<file path="src/rtl/core/blinn_phong_pixel_shader_macros.svh">
// Assertion helpers used by the shader RTL.
`ifndef BLINN_PHONG_PIXEL_SHADER_MACROS_SVH
`define BLINN_PHONG_PIXEL_SHADER_MACROS_SVH

// Same-cycle implication, sampled on clk_i, off during reset.
`define BPS_AP_NOW(lbl, ante, cons, msg) \
  lbl: assert property (@(posedge clk_i) disable iff (!rst_ni) (ante) |-> (cons)) \
    else $error(msg);

// Next-cycle implication, sampled on clk_i, off during reset.
`define BPS_AP_NEXT(lbl, ante, cons, msg) \
  lbl: assert property (@(posedge clk_i) disable iff (!rst_ni) (ante) |=> (cons)) \
    else $error(msg);

`endif

</file>
<file path="src/rtl/core/bps_pkg.sv">
package bps_pkg;

  localparam int VEC_W    = 16;
  localparam int COEF_W   = 9;
  localparam int CHAN_W   = 8;
  localparam int GAIN_W   = 16;
  localparam int EXP_W    = 7;
  localparam int LDIR_W   = 3 * VEC_W;
  localparam int LCOL_W   = 3 * CHAN_W;

  localparam int DEF_VECTOR_FRACTION_BITS = 14;

  // dot product datapath
  localparam int RL_W     = VEC_W + 1;
  localparam int H_W      = VEC_W + 2;
  localparam int LNP_W    = RL_W + VEC_W;
  localparam int DNP_W    = H_W + VEC_W;
  localparam int HHP_W    = 2 * VEC_W + 1;
  localparam int DLN_W    = LNP_W + 2;
  localparam int DOT_W    = DNP_W + 2;
  localparam int HH_W     = HHP_W + 1;
  localparam int ROOT_W   = (HH_W + 1) / 2;

  // one multiply stage per possible exponent step
  localparam int EXP_STAGES = 2 ** EXP_W - 1;

  // color datapath
  localparam int T_W      = COEF_W + 10;
  localparam int A_W      = T_W + COEF_W;
  localparam int B_W      = A_W + CHAN_W;
  localparam int C_SHIFT  = 16;
  localparam int C_W      = B_W + GAIN_W - C_SHIFT;
  localparam int O_SHIFT  = 24;
  localparam int O_W      = C_W + GAIN_W - O_SHIFT;

  // register port
  localparam int PADDR_W  = 6;
  localparam int PDATA_W  = 64;
  localparam int IDX_LSB  = 3;
  localparam int IDX_W    = PADDR_W - IDX_LSB;

  typedef enum logic [IDX_W-1:0] {
    REG_LIGHT_DIR   = 3'd0,
    REG_LIGHT_COLOR = 3'd1,
    REG_LIGHT_INT   = 3'd2,
    REG_SPEC_EXP    = 3'd3,
    REG_AMP_GAIN    = 3'd4
  } reg_idx_e;

  localparam logic [LDIR_W-1:0] LDIR_RST = '0;
  localparam logic [LCOL_W-1:0] LCOL_RST = '0;
  localparam logic [GAIN_W-1:0] LINT_RST = 16'd256;
  localparam logic [EXP_W-1:0]  SEXP_RST = 7'd10;
  localparam logic [GAIN_W-1:0] GAIN_RST = 16'd640;

  typedef struct packed {
    logic [COEF_W-1:0]        diffuse;
    logic [COEF_W-1:0]        specular;
    logic [2:0][COEF_W-1:0]   refl;
  } mat_t;

endpackage

</file>
<file path="src/rtl/core/bps_nh_unit.sv">
module bps_nh_unit #(
  parameter int FRAC_BITS = bps_pkg::DEF_VECTOR_FRACTION_BITS
) (
  input  logic                              clk_i,
  input  logic                              en_i,
  input  logic [bps_pkg::HH_W-1:0]          hh_i,
  input  logic signed [bps_pkg::DOT_W-1:0]  dot_i,
  output logic [FRAC_BITS:0]                nh_o
);
  import bps_pkg::*;

  localparam int SQ_W  = HH_W + 1;
  localparam int NQ    = FRAC_BITS + 1;
  localparam int DIV_W = (FRAC_BITS + ROOT_W + 1 > DOT_W - 1) ? FRAC_BITS + ROOT_W + 1
                                                             : DOT_W - 1;
  localparam logic [FRAC_BITS:0] ONE = {1'b1, {FRAC_BITS{1'b0}}};

  // integer square root, one result bit per stage
  logic [SQ_W-1:0]         sx_in   [ROOT_W];
  logic [SQ_W-1:0]         sr_in   [ROOT_W];
  logic signed [DOT_W-1:0] sdot_in [ROOT_W];
  logic [SQ_W-1:0]         sx_q    [ROOT_W];
  logic [SQ_W-1:0]         sr_q    [ROOT_W];
  logic signed [DOT_W-1:0] sdot_q  [ROOT_W];

  for (genvar s = 0; s < ROOT_W; s++) begin : g_root
    localparam logic [SQ_W-1:0] RBIT = SQ_W'(1) << (2 * (ROOT_W - 1 - s));
    logic [SQ_W-1:0] trial;
    logic [SQ_W-1:0] sx_d;
    logic [SQ_W-1:0] sr_d;

    if (s == 0) begin : g_first
      assign sx_in[s]   = SQ_W'(hh_i);
      assign sr_in[s]   = '0;
      assign sdot_in[s] = dot_i;
    end else begin : g_next
      assign sx_in[s]   = sx_q[s-1];
      assign sr_in[s]   = sr_q[s-1];
      assign sdot_in[s] = sdot_q[s-1];
    end

    always_comb begin
      trial = sr_in[s] + RBIT;
      if (sx_in[s] >= trial) begin
        sx_d = sx_in[s] - trial;
        sr_d = (sr_in[s] >> 1) + RBIT;
      end else begin
        sx_d = sx_in[s];
        sr_d = sr_in[s] >> 1;
      end
    end

    always_ff @(posedge clk_i) begin
      if (en_i) begin
        sx_q[s]   <= sx_d;
        sr_q[s]   <= sr_d;
        sdot_q[s] <= sdot_in[s];
      end
    end
  end

  // range check: quotient of 2.0 or more saturates
  logic [ROOT_W-1:0] hlen;
  logic              pos_d;
  logic [DIV_W-1:0]  rm_d;
  logic              ovf_d;
  logic [ROOT_W-1:0] dv0_q;
  logic [DIV_W-1:0]  rm0_q;
  logic              ovf0_q;
  logic              pos0_q;

  assign hlen = sr_q[ROOT_W-1][ROOT_W-1:0];

  always_comb begin
    pos_d = !sdot_q[ROOT_W-1][DOT_W-1] && (sdot_q[ROOT_W-1] != '0);
    rm_d  = pos_d ? DIV_W'(sdot_q[ROOT_W-1][DOT_W-2:0]) : '0;
    ovf_d = rm_d >= (DIV_W'(hlen) << NQ);
  end

  always_ff @(posedge clk_i) begin
    if (en_i) begin
      dv0_q  <= hlen;
      rm0_q  <= rm_d;
      ovf0_q <= ovf_d;
      pos0_q <= pos_d;
    end
  end

  // restoring divide, one quotient bit per stage
  logic [ROOT_W-1:0]  dv_in  [NQ];
  logic [DIV_W-1:0]   rm_in  [NQ];
  logic [FRAC_BITS:0] qq_in  [NQ];
  logic               ovf_in [NQ];
  logic               pos_in [NQ];
  logic [ROOT_W-1:0]  dv_q   [NQ];
  logic [DIV_W-1:0]   rm_q   [NQ];
  logic [FRAC_BITS:0] qq_q   [NQ];
  logic               ovf_q  [NQ];
  logic               pos_q  [NQ];

  for (genvar j = 0; j < NQ; j++) begin : g_div
    logic [DIV_W-1:0]   sub;
    logic [DIV_W-1:0]   rm_d2;
    logic [FRAC_BITS:0] qq_d;

    if (j == 0) begin : g_first
      assign dv_in[j]  = dv0_q;
      assign rm_in[j]  = rm0_q;
      assign qq_in[j]  = '0;
      assign ovf_in[j] = ovf0_q;
      assign pos_in[j] = pos0_q;
    end else begin : g_next
      assign dv_in[j]  = dv_q[j-1];
      assign rm_in[j]  = rm_q[j-1];
      assign qq_in[j]  = qq_q[j-1];
      assign ovf_in[j] = ovf_q[j-1];
      assign pos_in[j] = pos_q[j-1];
    end

    always_comb begin
      sub = DIV_W'(dv_in[j]) << (FRAC_BITS - j);
      if (rm_in[j] >= sub) begin
        rm_d2 = rm_in[j] - sub;
        qq_d  = {qq_in[j][FRAC_BITS-1:0], 1'b1};
      end else begin
        rm_d2 = rm_in[j];
        qq_d  = {qq_in[j][FRAC_BITS-1:0], 1'b0};
      end
    end

    always_ff @(posedge clk_i) begin
      if (en_i) begin
        dv_q[j]  <= dv_in[j];
        rm_q[j]  <= rm_d2;
        qq_q[j]  <= qq_d;
        ovf_q[j] <= ovf_in[j];
        pos_q[j] <= pos_in[j];
      end
    end
  end

  logic [FRAC_BITS:0] nh_d;
  logic [FRAC_BITS:0] nh_q;

  always_comb begin
    if (!pos_q[NQ-1] || (dv_q[NQ-1] == '0)) begin
      nh_d = '0;
    end else if (ovf_q[NQ-1] || (qq_q[NQ-1] > ONE)) begin
      nh_d = ONE;
    end else begin
      nh_d = qq_q[NQ-1];
    end
  end

  always_ff @(posedge clk_i) begin
    if (en_i) begin
      nh_q <= nh_d;
    end
  end

  assign nh_o = nh_q;

endmodule

</file>
<file path="config.mk">
export PLATFORM = sky130hd
export DESIGN_NAME = bps_nh_unit
export DESIGN_NICKNAME = d
export VERILOG_FILES = /design/src/rtl/core/blinn_phong_pixel_shader_macros.svh /design/src/rtl/core/bps_pkg.sv /design/src/rtl/core/bps_nh_unit.sv
export SDC_FILE = /design/constraint.sdc
export NUM_CORES = 2
export LEC_CHECK = 0
export BUFFER_PORTS_ARGS = -buffer_cell sky130_fd_sc_hd__buf_4
export CELL_PAD_IN_SITES_DETAIL_PLACEMENT = 0
export CELL_PAD_IN_SITES_GLOBAL_PLACEMENT = 1
export CORE_ASPECT_RATIO = 0.75
export CORE_MARGIN = 10
export CORE_UTILIZATION = 45
export CTS_BUF_LIST = sky130_fd_sc_hd__clkbuf_16
export DETAILED_ROUTE_END_ITERATION = 12
export PLACE_DENSITY = 0.79
export SLEW_MARGIN = 10
export SYNTH_ARGS = -nofsm -noshare
export SYNTH_HDL_FRONTEND = slang
export SYNTH_SLANG_ARGS = --single-unit
</file>
<file path="constraint.sdc">
create_clock -name clk_i -period 4.3 [get_ports clk_i]
set_input_delay 0.86 -clock clk_i [delete_from_list [all_inputs] [get_ports clk_i]]
set_output_delay 0.86 -clock clk_i [all_outputs]
set_load 0.005 [all_outputs]
</file>
==> qor.csv <==
stage,metric,value,unit
outcome,outcome,"finished, final reports clean",
die,die area,0.240,sq mm
critical_path,CP Capture Type,register,
critical_path,Reg2Reg Setup Slack,520,ps
synth,Async SR Flop Fraction,0,
power,P_int,0.0437,W
die,core footprint,0.220,sq mm
cts,CTS max path bufs,4,
synth,Synth Area in XOR/XNOR,0.0475,
cts,cts hold-fix bufs,0,
critical_path,nature of the critical path startpoint,register,
power,Logic pwr share,0.180,
critical_path,highest-delay cell along the critical path,or4bb_1,
synth,syn avg cell area,14.1,sq um
die,Die H,427,um
global_routing,initial antenna violation count,5,
power,pwr/cell area,535,mW/mm^2
cts,Root Buffer,clkbuf_16,
finish,area grow syn2layout,12.6,%
synth,Syn. warnings,0,
power,sw frac,0.270,
critical_path,CP Max Fanout,4,
timing,RSZ-0062 raised after global routing,no,
synth,Synthesized Nets,7584,
cts,clock latency at the later pin of the worst-skew pair,870,ps
critical_path,crit-path cells,inv_1 -> ha_1 -> or4bb_1 -> nor4_1 -> buf_4 -> and4_1 -> nor4_1 -> a211o_1 -> or4_1 -> or3_1 -> xnor2_1,
finish,layout cells sized above 1,0.0852,
synth,largest family of logic cells by synthesized area,simple AND/OR/NAND/NOR gates,
die,# IOs,87,
drt,vias per inst,5.26,
cts,CTS tree,yes,
die,die width,563,um
die,Initial Utilization,0.452,
place,Final GP Congestion,0.875,
die,Rows,149,
synth,Post-synth EDFFs,2289,
synth,multiplexer share of the synthesized area,0.00766,
timing,period utilization,0.879,
cts,cts repair resizes,0,
finish,Sequential Area,0.0687,sq mm
synth,count of cell types in the netlist,84,
timing,final hold viol count,0,
drt,drt total wl,190000,um
timing,clock skew,82.7,ps
power,leakage,41.5,nW
timing,Worst Tran Pin Value,1160,ps
timing,max_slew headroom,0.221,
cts,Setup Buffers After CTS,0,
finish,Final Net Count,7921,
hold_path,Hold Path Class,primary input to register,
synth,register area share after synthesis,0.691,
synth,area of the mapped netlist,0.0994,sq mm
drt,1st-iter DRT viols,4222,
global_routing,gr usage total,0.154,
power,total power draw,0.0599,W
cts,clock sink count,2289,
synth,"FF+latch count, synth",2289,
cts,Worst-path clk slew,60,ps
flow_run,Max-Cap Viols,0,
place,number of port buffers,86,
synth,"Top FF cell, synth",edfxtp_1,
global_routing,largest net degree at the start of global routing,131,
synth,post-synthesis compound-gate area fraction,0.0765,
critical_path,worst path required time,4870,ps
synth,adder and majority gate portion of the synthesized area,0.0579,
critical_path,"most used cell, CP",nor4_1,
drt,wire per inst,18.1,um
global_routing,vias in the first global route,54100,
power,P_sw,0.0161,W
critical_path,critical path's largest stage delay,530,ps
critical_path,"Data arrival, critical path",4350,ps
synth,Syn Inst Count,7060,
timing,Final setup viols,0,
timing,Max Slew Vio Count,0,
synth,simple-gate share of the synthesized area,0.0939,
critical_path,Worst Setup Path Type,register to register,
global_routing,gr ovfl total,0,
power,worst vdd ir,0.482,mV
drt,routed via count,55300,
timing,setup_tns,0,ps
place,hpwl dp,136000,um
timing,Max Fclk,0.265,GHz
power,Reg power frac,0.497,
timing,fin crit period,3780,ps
cts,H-tree levels,4,
global_routing,first-pass GRT wire length,300000,um
finish,# fillers,18000,
drt,Post-route DRC,0,
power,Clock Power Share,0.323,
cts,Num CTS Buffers,222,
drt,DRT Pass-1 Iters,6,
drt,post-route antenna net violation count,0,
finish,multi-input logic area,0.0283,sq mm
[Yosys cell counts, types with 94 or more instances]
master	n	share of area
edfxtp_1	2289	0.69
inv_1	559	0.021
nand2_1	462	0.017
ha_1	438	0.055
o21ai_0	380	0.019
nor2_1	362	0.014
a21oi_1	327	0.016
xor2_1	270	0.024
xnor2_1	269	0.024
nor3_1	159	0.0080
nor4_1	159	0.010
a21o_1	129	0.0097
nand2b_1	94	0.0059
[power by group through the flow]
| stage | sequential, W | combinational (W) | clock, W |
|---|---|---|---|
| final | 0.0297 | 0.0108 | 0.0194 |
| after global routing | 0.0300 | 0.0121 | 0.0208 |
| after CTS | 0.0297 | 0.0107 | 0.0199 |
| after detailed placement | 0.0302 | 0.0106 | 0 |
| after global placement | 0.0301 | 0.0105 | 0 |
| after floorplan | 0.0294 | 0.00792 | 0 |
[critical path, delay by kind of cell, from the launching register on]
| kind | cells | cell delay (ps) |
|---|---|---|
| buffers and inverters | 2 | 280 |
| AO/OA/AOI/OAI | 1 | 300 |
| XOR/XNOR | 1 | 130 |
| flip-flops | 1 | 400 |
| adder cells (fa/ha/maj) | 1 | 300 |
| AND/OR/NAND/NOR | 6 | 2070 |
[placed cells by master, fill, tap and decap left out, types with 54 or more instances in the layout]
| cell | instances |
|---|---|
| edfxtp_1 | 2289 |
| inv_1 | 597 |
| nand2_1 | 462 |
| ha_1 | 438 |
| o21ai_0 | 380 |
| nor2_1 | 361 |
| a21oi_1 | 326 |
| xor2_1 | 270 |
| xnor2_1 | 269 |
| clkbuf_16 | 226 |
| buf_4 | 186 |
| nor3_1 | 159 |
| nor4_1 | 156 |
| a21o_1 | 129 |
| nand2b_1 | 94 |
| nand3_1 | 91 |
| o21a_1 | 85 |
| nor2b_1 | 83 |
| nand4_1 | 83 |
| and2_1 | 67 |
| mux2_2 | 56 |
| or3_1 | 54 |
[sequential cells by signal, summed over array words and instances, names as in the netlist]
signal and flops:
sx_q 560, rm0_q 35, pos0_q 1, ovf0_q 1
rm_q 490, sr_q 153, ovf_q 15, dv0_q 17
dv_q 255, pos_q 15, sdot_q 612, nh_o 15
qq_q 120
[cells by family (layout without fill, tap and decap cells)]
kind of cell / after synthesis / count (layout)
AO/OA/AOI/OAI: 1231 / 1231
XOR/XNOR: 539 / 539
adder cells (fa/ha/maj): 452 / 452
buffers and inverters: 660 / 1174
flip-flops: 2289 / 2289
multiplexers: 69 / 69
other: 1 / 2
AND/OR/NAND/NOR: 1819 / 1819
[cell type report]
cell class                      count  area share
Antenna cell                        1   0.0000224
Clock buffer                      226      0.0505
Clock inverter                    175      0.0140
Inverter                          560      0.0188
Multi-Input combinational cell   4111       0.252
Sequential cell                  2289       0.614
Tap cell                         2944      0.0329
Timing Repair Buffer              213      0.0174
[layer usage]
metal	vias to the layer above	GRT usage	routed length, um
li1	27100	-	-
met1	26600	0.225	91200
met2	1264	0.237	83300
met3	345	0.0289	10300
met4	2	0.0453	5420
met5	-	0	11
[metrics by stage]
stage	setup slack, ps	instances	cell area [sq um]	hold slack, ps	util
after floorplan	813	7060	99400	400	-
after global placement	608	10100	105000	400	0.476
after detailed placement	572	10100	105000	405	0.476
after CTS	556	10500	112000	55.7	0.509
after global routing	265	10500	112000	72.8	0.509
final	521	10500	112000	131	0.509
[path summary, 6_finish.rpt]
path	start	cells past startpoint	endpoint
setup / recovery	dv_q[7][1]$_DFFE_PP_	11	rm_q[4][31]$_DFFE_PP_
hold / removal	hh_i[21]	1	sx_q[0][21]$_DFFE_PP_
setup reg to reg	dv_q[7][1]$_DFFE_PP_	11	rm_q[4][31]$_DFFE_PP_
hold reg to reg	qq_q[1][3]$_DFFE_PP_	0	qq_q[1][19]$_DFFE_PP_
Note: power is estimated with default switching activity, not from simulation.
